--- config.mk ---
export PLATFORM = sky130hd
export DESIGN_NAME = tlv_record_stream_parser_flat
export DESIGN_NICKNAME = d
export VERILOG_FILES = /design/src/rtl/core/tlvp_pkg.sv /design/src/rtl/core/tlvp_byte_if.sv /design/src/rtl/core/tlvp_result_if.sv /design/src/rtl/core/tlvp_front.sv /design/src/rtl/core/tlvp_queue.sv /design/src/rtl/core/tlvp_back.sv /design/src/rtl/core/tlv_record_stream_parser.sv /design/src/flat_wrapper.sv
export SDC_FILE = /design/constraint.sdc
export NUM_CORES = 1
export LEC_CHECK = 0
export BUFFER_PORTS_ARGS = -buffer_cell sky130_fd_sc_hd__buf_2
export CAP_MARGIN = 20
export CORE_UTILIZATION = 40
export CTS_CLUSTER_SIZE = 30
export DETAILED_ROUTE_END_ITERATION = 12
export HOLD_SLACK_MARGIN = 0.05
export REMOVE_ABC_BUFFERS = 1
export SYNTH_ARGS = -nofsm -noshare
export SYNTH_HDL_FRONTEND = slang
export SYNTH_SLANG_ARGS = --single-unit
--- constraint.sdc ---
create_clock -name clk -period 8.85 [get_ports clk]
set_input_delay 1.77 -clock clk [delete_from_list [all_inputs] [get_ports clk]]
set_output_delay 1.77 -clock clk [all_outputs]
set_load 0.1 [all_outputs]
--- src/rtl/core/tlvp_pkg.sv ---
package tlvp_pkg;

  localparam int OFFSET_BITS = 32;
  localparam int CMP_BITS = ((OFFSET_BITS > 32) ? OFFSET_BITS : 32) + 2;

  localparam int HEADER_BYTES = 24;
  localparam int HEAD_BYTES = 6;
  localparam int SIG_BYTES = 4;
  localparam int SIZE_END = 8;
  localparam int TAG_BYTES = 4;

  localparam int QUEUE_DEPTH = 4;
  localparam int QPTR_BITS = $clog2(QUEUE_DEPTH);
  localparam int QCNT_BITS = $clog2(QUEUE_DEPTH + 1);

  typedef enum logic [1:0] {
    PH_HEADER = 2'd0,
    PH_HEAD   = 2'd1,
    PH_VALUE  = 2'd2,
    PH_IGNORE = 2'd3
  } phase_t;

  typedef enum logic [1:0] {
    KIND_HEADER = 2'd0,
    KIND_VALUE  = 2'd1,
    KIND_EMPTY  = 2'd2,
    KIND_END    = 2'd3
  } kind_t;

  typedef enum logic [1:0] {
    ST_OK      = 2'd0,
    ST_SHORT   = 2'd1,
    ST_OVERRUN = 2'd2
  } status_t;

  typedef struct packed {
    logic        has_main;
    kind_t       kind;
    logic [31:0] name_code;
    logic [31:0] data_size;
    logic [7:0]  value_byte;
    logic [15:0] value_index;
    logic [15:0] entry_length;
    logic        has_end;
    status_t     end_status;
  } job_t;

  typedef struct packed {
    logic push;
    logic full;
  } qin_ctl_t;

  typedef struct packed {
    logic pop;
    logic empty;
  } qout_ctl_t;

endpackage

--- src/rtl/core/tlvp_byte_if.sv ---
interface tlvp_byte_if;
  logic       valid;
  logic       ready;
  logic [7:0] data_byte;
  logic       last_byte;

  modport source(output valid, output data_byte, output last_byte, input ready);
  modport sink(input valid, input data_byte, input last_byte, output ready);
endinterface

--- src/rtl/core/tlvp_result_if.sv ---
interface tlvp_result_if;
  logic        valid;
  logic        ready;
  logic [1:0]  result_kind;
  logic [31:0] name_code;
  logic [31:0] data_size;
  logic [7:0]  value_byte;
  logic [15:0] value_index;
  logic [15:0] entry_length;
  logic [1:0]  end_status;
  logic        last_of_run;

  modport source(
    output valid, output result_kind, output name_code, output data_size,
    output value_byte, output value_index, output entry_length, output end_status,
    output last_of_run, input ready
  );
  modport sink(
    input valid, input result_kind, input name_code, input data_size,
    input value_byte, input value_index, input entry_length, input end_status,
    input last_of_run, output ready
  );
endinterface

--- src/rtl/core/tlvp_front.sv ---
module tlvp_front (
  input  logic               clk,
  input  logic               rst,
  tlvp_byte_if.sink          bytes,
  output tlvp_pkg::job_t     job,
  output tlvp_pkg::qin_ctl_t qctl_push,
  input  tlvp_pkg::qin_ctl_t qctl_full
);
  import tlvp_pkg::*;

  logic [OFFSET_BITS-1:0] byte_offset, byte_offset_next;
  phase_t                 parse_phase, parse_phase_next;
  logic [31:0]            record_data_size, record_data_size_next;
  logic [31:0]            name_shift, name_shift_next;
  logic [15:0]            length_shift, length_shift_next;
  logic [15:0]            value_count, value_count_next;

  logic [OFFSET_BITS-1:0] pos, nxt;
  logic                   fit;
  phase_t                 phase_after;
  logic [15:0]            len_full;
  logic [16:0]            vc_inc;
  status_t                status;
  logic                   accept;
  logic [7:0]             b;

  assign bytes.ready = !rst && !qctl_full.full;
  assign accept = bytes.valid && bytes.ready;
  assign b = bytes.data_byte;

  always_ff @(posedge clk) begin
    if (rst) begin
      byte_offset      <= '0;
      parse_phase      <= PH_HEADER;
      record_data_size <= '0;
      name_shift       <= '0;
      length_shift     <= '0;
      value_count      <= '0;
    end else if (accept) begin
      byte_offset      <= byte_offset_next;
      parse_phase      <= parse_phase_next;
      record_data_size <= record_data_size_next;
      name_shift       <= name_shift_next;
      length_shift     <= length_shift_next;
      value_count      <= value_count_next;
    end
  end

  always_comb begin
    byte_offset_next      = byte_offset;
    parse_phase_next      = parse_phase;
    record_data_size_next = record_data_size;
    name_shift_next       = name_shift;
    length_shift_next     = length_shift;
    value_count_next      = value_count;
    job                   = '0;
    status                = ST_OK;
    len_full              = {b, length_shift[7:0]};
    vc_inc                = {1'b0, value_count} + 17'd1;

    pos = byte_offset;
    nxt = (pos == {OFFSET_BITS{1'b1}}) ? pos : pos + 1'b1;
    fit = (CMP_BITS'(nxt) + CMP_BITS'(HEAD_BYTES))
          <= (CMP_BITS'(HEADER_BYTES) + CMP_BITS'(record_data_size));
    phase_after = fit ? PH_HEAD : PH_IGNORE;

    unique case (parse_phase)
      PH_HEADER: begin
        if (pos < OFFSET_BITS'(SIG_BYTES)) begin
          name_shift_next = {b, name_shift[31:8]};
        end else if (pos < OFFSET_BITS'(SIZE_END)) begin
          record_data_size_next = {b, record_data_size[31:8]};
        end
        if (pos == OFFSET_BITS'(HEADER_BYTES - 1)) begin
          job.has_main     = 1'b1;
          job.kind         = KIND_HEADER;
          job.name_code    = name_shift;
          job.data_size    = record_data_size;
          name_shift_next  = '0;
          value_count_next = '0;
          parse_phase_next = phase_after;
        end else if (bytes.last_byte) begin
          status = ST_SHORT;
        end
      end
      PH_HEAD: begin
        if (value_count < 16'(TAG_BYTES)) begin
          name_shift_next  = {b, name_shift[31:8]};
          value_count_next = vc_inc[15:0];
        end else if (value_count == 16'(TAG_BYTES)) begin
          length_shift_next = {8'd0, b};
          value_count_next  = vc_inc[15:0];
        end else begin
          length_shift_next = len_full;
          value_count_next  = '0;
          if (len_full == 16'd0) begin
            job.has_main     = 1'b1;
            job.kind         = KIND_EMPTY;
            job.name_code    = name_shift;
            name_shift_next  = '0;
            parse_phase_next = phase_after;
          end else begin
            parse_phase_next = PH_VALUE;
            if (bytes.last_byte) status = ST_OVERRUN;
          end
        end
      end
      PH_VALUE: begin
        job.has_main     = 1'b1;
        job.kind         = KIND_VALUE;
        job.name_code    = name_shift;
        job.value_byte   = b;
        job.value_index  = value_count;
        job.entry_length = length_shift;
        if (vc_inc >= {1'b0, length_shift}) begin
          value_count_next  = '0;
          name_shift_next   = '0;
          length_shift_next = '0;
          parse_phase_next  = phase_after;
        end else begin
          value_count_next = vc_inc[15:0];
          if (bytes.last_byte) status = ST_OVERRUN;
        end
      end
      PH_IGNORE: begin
      end
    endcase

    byte_offset_next = nxt;

    if (bytes.last_byte) begin
      job.has_end           = 1'b1;
      job.end_status        = status;
      byte_offset_next      = '0;
      parse_phase_next      = PH_HEADER;
      record_data_size_next = '0;
      name_shift_next       = '0;
      length_shift_next     = '0;
      value_count_next      = '0;
    end

    qctl_push.push = accept && (job.has_main || job.has_end);
    qctl_push.full = 1'b0;
  end

  a_end_resets: assert property (@(posedge clk) disable iff (rst)
    accept && bytes.last_byte |=> byte_offset == '0 && parse_phase == PH_HEADER)
    else $error("record state not cleared after last beat");

  a_value_count: assert property (@(posedge clk) disable iff (rst)
    parse_phase == PH_VALUE |-> value_count < length_shift)
    else $error("value position reached entry length");

endmodule

--- src/rtl/core/tlvp_queue.sv ---
module tlvp_queue (
  input  logic                clk,
  input  logic                rst,
  input  tlvp_pkg::job_t      wr_job,
  input  tlvp_pkg::qin_ctl_t  wr_ctl,
  output tlvp_pkg::qin_ctl_t  wr_stat,
  output tlvp_pkg::job_t      rd_job,
  input  tlvp_pkg::qout_ctl_t rd_ctl,
  output tlvp_pkg::qout_ctl_t rd_stat
);
  import tlvp_pkg::*;

  job_t                 slots [QUEUE_DEPTH];
  logic [QPTR_BITS-1:0] wr_ptr;
  logic [QPTR_BITS-1:0] rd_ptr;
  logic [QCNT_BITS-1:0] count;
  logic                 do_push, do_pop;

  assign wr_stat.push  = 1'b0;
  assign wr_stat.full  = (count == QCNT_BITS'(QUEUE_DEPTH));
  assign rd_stat.pop   = 1'b0;
  assign rd_stat.empty = (count == '0);
  assign rd_job        = slots[rd_ptr];

  assign do_push = wr_ctl.push && !wr_stat.full;
  assign do_pop  = rd_ctl.pop && !rd_stat.empty;

  always_ff @(posedge clk) begin
    if (do_push) slots[wr_ptr] <= wr_job;
  end

  always_ff @(posedge clk) begin
    if (rst) begin
      wr_ptr <= '0;
      rd_ptr <= '0;
      count  <= '0;
    end else begin
      if (do_push) wr_ptr <= wr_ptr + 1'b1;
      if (do_pop) rd_ptr <= rd_ptr + 1'b1;
      unique case ({do_push, do_pop})
        2'b10:   count <= count + 1'b1;
        2'b01:   count <= count - 1'b1;
        default: count <= count;
      endcase
    end
  end

  a_no_push_full: assert property (@(posedge clk) disable iff (rst)
    wr_ctl.push |-> !wr_stat.full)
    else $error("push into full queue");

endmodule

--- src/rtl/core/tlvp_back.sv ---
module tlvp_back (
  input  logic                clk,
  input  logic                rst,
  input  tlvp_pkg::job_t      head,
  input  tlvp_pkg::qout_ctl_t q_stat,
  output tlvp_pkg::qout_ctl_t q_ctl,
  tlvp_result_if.source       results
);
  import tlvp_pkg::*;

  logic        out_valid;
  logic        half, half_next;
  logic        load, sel_end;
  kind_t       kind_next;
  logic [31:0] name_next, size_next;
  logic [7:0]  vbyte_next;
  logic [15:0] vidx_next, elen_next;
  status_t     status_next;
  logic        last_next;

  assign results.valid = out_valid;
  assign load = !out_valid || results.ready;
  assign sel_end = half || !head.has_main;

  always_comb begin
    q_ctl.empty = 1'b0;
    q_ctl.pop   = 1'b0;
    half_next   = half;
    kind_next   = KIND_END;
    name_next   = '0;
    size_next   = '0;
    vbyte_next  = '0;
    vidx_next   = '0;
    elen_next   = '0;
    status_next = ST_OK;
    last_next   = 1'b1;
    if (sel_end) begin
      status_next = head.end_status;
    end else begin
      kind_next  = head.kind;
      name_next  = head.name_code;
      size_next  = head.data_size;
      vbyte_next = head.value_byte;
      vidx_next  = head.value_index;
      elen_next  = head.entry_length;
      last_next  = !head.has_end;
    end
    if (load && !q_stat.empty) begin
      if (sel_end) begin
        q_ctl.pop = 1'b1;
        half_next = 1'b0;
      end else if (head.has_end) begin
        half_next = 1'b1;
      end else begin
        q_ctl.pop = 1'b1;
      end
    end
  end

  always_ff @(posedge clk) begin
    if (rst) begin
      out_valid <= 1'b0;
      half      <= 1'b0;
    end else begin
      half <= half_next;
      if (load) out_valid <= !q_stat.empty;
    end
  end

  always_ff @(posedge clk) begin
    if (load && !q_stat.empty) begin
      results.result_kind  <= kind_next;
      results.name_code    <= name_next;
      results.data_size    <= size_next;
      results.value_byte   <= vbyte_next;
      results.value_index  <= vidx_next;
      results.entry_length <= elen_next;
      results.end_status   <= status_next;
      results.last_of_run  <= last_next;
    end
  end

  a_half_has_head: assert property (@(posedge clk) disable iff (rst)
    half |-> !q_stat.empty)
    else $error("end beat pending with empty queue");

endmodule

--- src/rtl/core/tlv_record_stream_parser.sv ---
// Parses a TLV record arriving one byte per beat, with last_byte on the final byte: a
// 24-byte header (signature, little-endian 32-bit data size), then entries of a 4-byte
// tag, a 16-bit little-endian length and the value bytes. It takes one byte per clock
// while its four-entry queue is not full; the parser updates its state per byte and
// writes what the byte yields into that queue, and the output stage drains the queue one
// result per cycle while the consumer is ready, through a registered output. A byte gives
// at most two results (a header, value or empty-entry result plus the end result on the
// last byte); the queue absorbs the extra end result. A result passes from the queue slot
// to the output register. Value bytes are sent as they arrive: on an overrun end status
// the consumer drops the last entry.
module tlv_record_stream_parser (
  input logic           clk,
  input logic           rst,
  tlvp_byte_if.sink     bytes,
  tlvp_result_if.source results
);
  import tlvp_pkg::*;

  job_t      push_job, head_job;
  qin_ctl_t  push_ctl, push_stat;
  qout_ctl_t pop_ctl, pop_stat;

  tlvp_front u_front (
    .clk       (clk),
    .rst       (rst),
    .bytes     (bytes),
    .job       (push_job),
    .qctl_push (push_ctl),
    .qctl_full (push_stat)
  );

  tlvp_queue u_queue (
    .clk     (clk),
    .rst     (rst),
    .wr_job  (push_job),
    .wr_ctl  (push_ctl),
    .wr_stat (push_stat),
    .rd_job  (head_job),
    .rd_ctl  (pop_ctl),
    .rd_stat (pop_stat)
  );

  tlvp_back u_back (
    .clk     (clk),
    .rst     (rst),
    .head    (head_job),
    .q_stat  (pop_stat),
    .q_ctl   (pop_ctl),
    .results (results)
  );

endmodule
--- src/flat_wrapper.sv ---
// flat-port wrapper written by rule: the top's interface ports become plain ports
module tlv_record_stream_parser_flat import tlvp_pkg::*;
  (clk, rst, bytes_valid, bytes_data_byte, bytes_last_byte, bytes_ready, results_valid, results_result_kind, results_name_code, results_data_size, results_value_byte, results_value_index, results_entry_length, results_end_status, results_last_of_run, results_ready);
  tlvp_byte_if bytes_i ();
  tlvp_result_if results_i ();
  input logic clk;
  input logic rst;
  input wire logic [$bits(bytes_i.valid)-1:0] bytes_valid;
  input wire logic [$bits(bytes_i.data_byte)-1:0] bytes_data_byte;
  input wire logic [$bits(bytes_i.last_byte)-1:0] bytes_last_byte;
  output wire logic [$bits(bytes_i.ready)-1:0] bytes_ready;
  output wire logic [$bits(results_i.valid)-1:0] results_valid;
  output wire logic [$bits(results_i.result_kind)-1:0] results_result_kind;
  output wire logic [$bits(results_i.name_code)-1:0] results_name_code;
  output wire logic [$bits(results_i.data_size)-1:0] results_data_size;
  output wire logic [$bits(results_i.value_byte)-1:0] results_value_byte;
  output wire logic [$bits(results_i.value_index)-1:0] results_value_index;
  output wire logic [$bits(results_i.entry_length)-1:0] results_entry_length;
  output wire logic [$bits(results_i.end_status)-1:0] results_end_status;
  output wire logic [$bits(results_i.last_of_run)-1:0] results_last_of_run;
  input wire logic [$bits(results_i.ready)-1:0] results_ready;
  assign bytes_i.valid = bytes_valid;
  assign bytes_i.data_byte = bytes_data_byte;
  assign bytes_i.last_byte = bytes_last_byte;
  assign bytes_ready = bytes_i.ready;
  assign results_valid = results_i.valid;
  assign results_result_kind = results_i.result_kind;
  assign results_name_code = results_i.name_code;
  assign results_data_size = results_i.data_size;
  assign results_value_byte = results_i.value_byte;
  assign results_value_index = results_i.value_index;
  assign results_entry_length = results_i.entry_length;
  assign results_end_status = results_i.end_status;
  assign results_last_of_run = results_i.last_of_run;
  assign results_i.ready = results_ready;
  tlv_record_stream_parser u_core (.clk(clk), .rst(rst), .bytes(bytes_i), .results(results_i));
endmodule
## Yosys cells after proc, flatten, opt, wreduce, memory -nomap -nowiden

Memory sizes are Yosys's and may differ from the RTL's. A register that Yosys moved wholly into a read port is not among the register bits.
Cells that the tools add are included.
Widths: inputs -> output; s select.

| storage, ports and cells | value |
|---|---|
| flip-flop bits (word level) | 248 |
| memory bits (writable) | 440 |
| input port bits | 13 |
| output and inout port bits | 111 |
| logic and storage cells | 139 |
| memories kept | 1 |

Memory list:

| memory | words | width | read ports | clocked after memory_dff | wr ports | RTL line | text |
|---|---|---|---|---|---|---|---|
| u_core.u_queue.slots | 4 | 110 | 1 | 1 | 1 | tlvp_queue.sv:13 | `job_t slots [QUEUE_DEPTH];` |

| operators by class | value |
|---|---|
| add/sub/neg operators | 8 |
| order comparisons | 5 |
| eq/ne operators | 17 |
| multiplexer cells | 57 |
| reduce and logical (&&, ||, !) cells | 31 |

Operators by type and width:

| kind | number |
|---|---|
| $mux 32 | 14 |
| $mux 16 | 9 |
| $mux 35 | 3 |
| $pmux 35 s3 | 1 |
| $pmux 32 s3 | 1 |
| $mux 67 | 1 |
| $pmux 16 s3 | 1 |
| $mux 40 | 1 |
| $add 32x3->33 const B | 1 |
| $add 5x32->33 const A | 1 |
| $le 33x33->1 | 1 |
| $add 32x1->32 const B | 1 |
| $eq 32x32->1 const B | 1 |
| $eq 32x5->1 const B | 1 |
| $lt 32x3->1 const B | 1 |
| $lt 32x4->1 const B | 1 |
| $pmux 16 s2 | 1 |
| $mux 2 | 13 |
| $add 16x1->17 const B | 1 |
| $ge 17x16->1 | 1 |
| $eq 16x3->1 const B | 1 |
| $logic_not 16->1 | 1 |
| $lt 16x3->1 const B | 1 |
| $ne 3x3->1 const B | 5 |
| 25 further kinds | 55 |

## Logic depth before layout (Yosys ltp)

| logic depth | value |
|---|---|
| word-level depth | 11 |
| mapped depth | 22 |
| gate-level depth less buffers | 21 |

## Hierarchy

Synthesis repeated with hierarchy kept, for this count alone.

| unflattened totals | value |
|---|---|
| cell total of the unflattened synthesis | 2153 |
| area total of the unflattened synthesis | 30430.4 µm² |

Modules (own cells, without submodules):

| module | instances | cells each | area each (µm²) | sequential area each (µm²) |
|---|---|---|---|---|
| tlvp_queue | 1 | 631 | 16365.7 | 13392.8 |
| tlvp_front | 1 | 1279 | 9854.5 | 2602.5 |
| tlvp_back | 1 | 243 | 4210.3 | 3313.2 |

## Least setup slack after synthesis

Ideal clock, no wire load.

| timing | value |
|---|---|
| path kind | input-to-reg |
| start point | input results_ready |
| end point | register u_core.u_queue.count[2] |
| library setup time | 0.070 ns |
| arrival | 8.904 ns |
| data required time | 8.780 ns |
| path slack | -0.124 ns |
| stages | 9 |
| path buffers | 0 |
| cell sequence | inv_1 > a21oi_1 > nor2b_1 > ha_1 > inv_1 > fa_1 > xor2_1 > or3_1 > a21oi_1 |

| on the way | value |
|---|---|
| cells in the longest elaborated chain, start to end | 6 |
| elaborated cells between the ends (all ways) | 8 |
| those cells by class | 2 x eq/ne; 2 x mux; 4 x reduce/logical |

RTL lines:

| element | RTL line | text |
|---|---|---|
| start, declared | flat_wrapper.sv:21 | `input wire logic [$bits(results_i.ready)-1:0] results_ready;` |
| $logic_or 1x1->1 (*) | tlvp_back.sv:22 | `assign load = !out_valid \|\| results.ready;` |
| $logic_and 1x1->1 (*) | tlvp_back.sv:48 | `if (load && !q_stat.empty) begin` |
| $mux 1 (*) | tlvp_back.sv:48 |  |
| $logic_and 1x1->1 (*) | tlvp_queue.sv:26 | `assign do_pop = rd_ctl.pop && !rd_stat.empty;` |
| via u_core.u_queue.do_pop | tlvp_queue.sv:17 | `logic do_push, do_pop;` |
| $eq 2x1->1 or $eq 2x2->1 (tied branches) | tlvp_queue.sv:40 | `unique case ({do_push, do_pop})` |
| $pmux 3 s2 or $reduce_bool 2->1 (tied branches) | - |  |
| end signal, assigned | tlvp_queue.sv:41 | `2'b10: count <= count + 1'b1;` |
| end signal, assigned | tlvp_queue.sv:42 | `2'b01: count <= count - 1'b1;` |
| end signal, assigned | tlvp_queue.sv:43 | `default: count <= count;` |
| end, declared | tlvp_queue.sv:16 | `logic [QCNT_BITS-1:0] count;` |

The timed path passes the listed nets; every way through them passes the cells marked *.
A chain may end at the register's enable or synchronous reset.

## Final worst setup path

| timing | value |
|---|---|
| start point | register u_core.u_front.byte_offset[4] |
| end point | register u_core.u_front.parse_phase[1] |

| on the way | value |
|---|---|
| cells in the longest elaborated chain, start to end | 10 |
| elaborated cells between the ends (all ways) | 16 |
| those cells by class | 2 x add/sub; 1 x order compare; 3 x eq/ne; 9 x mux; 1 x reduce/logical |

RTL lines:

| element | RTL line | text |
|---|---|---|
| start, declared | tlvp_front.sv:11 | `logic [OFFSET_BITS-1:0] byte_offset, byte_offset_next;` |
| start signal, assigned | tlvp_front.sv:40 | `byte_offset <= byte_offset_next;` |
| $add 32x1->32 or $eq 32x32->1 (tied branches) | tlvp_front.sv:62 | `nxt = (pos == {OFFSET_BITS{1'b1}}) ? pos : pos + 1'b1;` |
| $mux 32 | tlvp_front.sv:62 |  |
| $add 32x3->33 | tlvp_front.sv:63 | `fit = (CMP_BITS'(nxt) + CMP_BITS'(HEAD_BYTES))` |
| $le 33x33->1 | tlvp_front.sv:64 | `<= (CMP_BITS'(HEADER_BYTES) + CMP_BITS'(record_data_size));` |
| $mux 2 | tlvp_front.sv:65 | `phase_after = fit ? PH_HEAD : PH_IGNORE;` |
| $mux 2 | tlvp_front.sv:96 | `if (len_full == 16'd0) begin` |
| $mux 2 | tlvp_front.sv:90 | `end else if (value_count == 16'(TAG_BYTES)) begin` |
| $mux 2 | tlvp_front.sv:87 | `if (value_count < 16'(TAG_BYTES)) begin` |
| $pmux 2 s3 | tlvp_front.sv:67 | `unique case (parse_phase)` |
| $mux 2 | tlvp_front.sv:131 | `if (bytes.last_byte) begin` |
| end signal, assigned | tlvp_front.sv:41 | `parse_phase <= parse_phase_next;` |
| end, declared | tlvp_front.sv:12 | `phase_t parse_phase, parse_phase_next;` |

Several ways; a longest one is shown, not always the timed one. The select of a mux whose other input is x is not followed.

==> results.tsv <==
metric	value	unit
hold path start	u_core.u_front.name_shift[0]	
number of enable flip-flop cells after synthesis	549	
yosys synthesis warning count	0	
CP top delay family	simple AND/OR/NAND/NOR gates	
# DRC	0	
area leader, netlist	edfxtp_1	
number of global-route vias before repair	17726	
Final Hold Fails	0	
Worst R2R End	u_core.u_front.parse_phase[1]	
Sw Share	0.392	
RSZ-0062 raised after global routing	false	
Die Area	0.0762	mm²
Final setup viols	0	
vias	17912	
post_cts resized	0	
# diodes	0	
Layout area overhead	13.4	%
cts bufs inserted	75	
CP arrival	6.06	ns
Mean Syn Cell Area	14.0	µm²
Worst path depth	18	
Gate power share	0.307	
hold buffer count at CTS	0	
Psw	4.02	mW
Hold Crit Depth	2	
htree depth	3	
Setup TNS	0	ns
worst path bufs/invs	1	
CP required	9.36	ns
Port Buf Inserts	123	
Seq pwr share	0.398	
final WL	68800	µm
Period Utilization, post-route	0.627	
CTS tree	done	
min-delay worst type	reg2reg	
Worst-Skew Late Latency	0.62	ns
Reg2Reg Setup Slack	3.30	ns
r2r startpoint	u_core.u_front.byte_offset[4]	
total gr overflow	0	
skew final	0.0318	ns
post-synth cell types	72	
HPWL Detailed	43800	µm
post-route antenna net violation count	0	
share of the synthesized area in the top cell type	0.549	
max_slew headroom	0.287	
Reg clk slew, reported paths	0.06	ns
Most used DFF post-synth	edfxtp_1	
Worst path most repeated cell	nand4_1	
largest net degree at the start of global routing	77	
max cap viols	0	
commonest non-fill, non-tap cell in the layout	edfxtp_1	
Post-CTS Setup Bufs	0	
post-synthesis cell count	2143	
max frequency	180	MHz
PwrDens	301	mW/mm²
Slowest-stage cell, CP	dfxtp_1	
CTS root buf	clkbuf_16	
worst setup margin	3.30	ns
Iter 0 DRT Violations	1681	
clk buf depth	3	
Slew @ Worst Pin	1.07	ns
routability congestion estimate	0.871	
TritonRoute pass-1 iters	6	
total track usage	0.181	
first-pass GRT wire length	105000	µm
Routed wire per std cell	21.0	µm
commonest non-fill, non-tap cells in the layout	edfxtp_1 (549), nor2_1 (155), nand2_1 (147), dfxtp_1 (139), buf_2 (123)	
Clk pwr share	0.295	
die extent in y	276	µm
Min Clock Period, post-route	5.55	ns
Startpoint Class	flip-flop	
CP Cell Sequence	nand3_2, nor3_4, nand3_1, nand2_1, xor2_1, ha_1, inv_1, o211a_1, nand4_1, nor4_4, or4b_1, xnor2_1, ha_1, nand4_1, nor4_1, nand4_1, o2111a_1, a32o_1	
max-slew violations	0	
top cells by area, synth	edfxtp_1 (55%), dfxtp_1 (9.4%), mux4_2 (8.3%)	
Cell Rows	100	
R2R cell count	18	
Starting Density	0.404	
Core Footprint	0.0743	mm²
# nets final	2317	
Worst Hold Path EP	u_core.u_front.name_shift[0]	
endpoint class of the critical path	flip-flop	
share of the yosys chip area belonging to registers	0.643	
CP max stage delay	0.67	ns
share of post-route cells with drive strength above 1	0.177	
cell-internal power	6.24	mW
peak supply drop	0.175	mV
Chip Width	276	µm
Vias/cell	5.48	
clock sink count	690	
register bit count reported by yosys	690	
Post-synth ARST share	0	
Fin Hold WS	0.453	ns
Post-Place Setup Slack	3.33	ns
CP Class	reg2reg	
antenna violations before repair	2	
Lkg Pwr	11.8	nW
status	completed	
peak fanout along the critical path	14	
Netlist Area Pre-Place	0.0300	mm²
io pins	124	
[cell type report]
| class | instances | area, µm² |
|---|---|---|
| fillers | 6569 | 40300 |
| flip-flops and latches | 690 | 19300 |
| multi-input cells | 1274 | 10100 |
| clock buffers | 103 | 2060 |
| well taps | 969 | 1210 |
| repair buffers | 154 | 868 |
| clock inverters | 35 | 325 |
| inverters | 45 | 169 |
[cell families after synthesis]
kind of cell,Yosys count,share of synthesized area
XOR/XNOR,94,0.0274
flip-flops,690,0.643
adder cells (fa/ha/maj),64,0.0269
buffers and inverters,179,0.0234
AO/OA/AOI/OAI,229,0.0531
multiplexers,156,0.0978
AND/OR/NAND/NOR,731,0.128
[stage by stage]
step | power (mW) | std cells | util | area, µm²
3_3_place_gp | 7.31 | 3131 | 0.425 | 31600
4_1_cts | 10.4 | 3270 | 0.458 | 34000
2_1_floorplan | 6.88 | 2009 | - | 29500
3_5_place_dp | 7.34 | 3132 | 0.426 | 31600
5_1_grt | 10.6 | 3270 | 0.458 | 34000
6_report | 10.3 | 3270 | 0.458 | 34000
[metal layers]
| metal | vias up | track usage | wire length, µm |
|---|---|---|---|
| met5 | - | 0 | 0 |
| met3 | 108 | 0.0316 | 3970 |
| met4 | 0 | 0.0590 | 1790 |
| li1 | 8244 | - | - |
| met2 | 532 | 0.288 | 32500 |
| met1 | 9028 | 0.251 | 30600 |
[state kept, by name, summed over array words and instances, names as in the netlist, named ones only]
signal                              flops
u_core.u_back.results.end_status        2
u_core.u_back.results.value_byte        8
u_core.u_back.results.value_index      16
u_core.u_queue.rd_ptr                   2
u_core.u_back.half                      1
u_core.u_queue.slots                  440
u_core.u_front.byte_offset             32
u_core.u_back.results.name_code        32
u_core.u_queue.count                    3
u_core.u_back.results.last_of_run       1
u_core.u_front.value_count             16
u_core.u_front.name_shift              32
u_core.u_back.results.valid             1
u_core.u_back.results.data_size        32
u_core.u_queue.wr_ptr                   2
u_core.u_back.results.result_kind       2
u_core.u_front.record_data_size        32
u_core.u_back.results.entry_length     16
u_core.u_front.length_shift            16
u_core.u_front.parse_phase              2
[power by group through the flow]
stage	Sequential (mW)	Clock, mW	Combinational, mW
after floorplan	6.20	0	0.681
after global placement	4.16	0	3.16
after detailed placement	4.16	0	3.18
after CTS	4.10	3.09	3.19
after global routing	4.13	3.21	3.28
final	4.09	3.03	3.15
[worst max path at each step]
stage                                          to  slack (ns)                           start
floorplan                 u_core.u_queue.count[2]       -0.12                   results_ready
global placement      u_core.u_queue.slots[0][82]        3.49              bytes_data_byte[1]
detailed placement    u_core.u_queue.slots[0][90]        3.33              bytes_data_byte[1]
CTS                 u_core.u_front.parse_phase[1]        3.42   u_core.u_front.byte_offset[3]
global route        u_core.u_front.parse_phase[1]        2.98  u_core.u_front.byte_offset[16]
finish              u_core.u_front.parse_phase[1]        3.30   u_core.u_front.byte_offset[4]
[synth_stat cells, types with 4 or more instances]
master,count
and2_1,96
nor3_1,34
xnor2_1,54
o21ai_0,30
xor2_1,40
nand3_1,36
mux4_2,110
nor2_1,155
buf_1,14
nor3b_1,7
o21a_1,5
or2_2,9
nor2b_1,115
a31oi_1,9
nand3b_1,4
or3_1,11
a32o_1,4
buf_2,19
nor4_1,34
a22oi_1,44
nand2_1,147
a211o_1,5
a21o_1,21
mux2i_1,46
edfxtp_1,549
inv_1,45
a211oi_1,5
a22o_1,16
nand4_1,41
a21oi_1,47
ha_1,63
clkbuf_1,100
dfxtp_1,141
and3_1,16
o22ai_1,7
o31ai_1,8
[worst reg2reg max path, stage by stage (launching register included)]
cell	delay [ns]
dfxtp_1	0.67
nand3_2	0.30
nor3_4	0.48
nand3_1	0.57
nand2_1	0.28
xor2_1	0.09
ha_1	0.23
inv_1	0.07
o211a_1	0.23
nand4_1	0.24
nor4_4	0.31
or4b_1	0.49
xnor2_1	0.15
ha_1	0.31
nand4_1	0.15
nor4_1	0.36
nand4_1	0.17
o2111a_1	0.17
a32o_1	0.20
No activity file was read; power rests on OpenSTA's default activity.
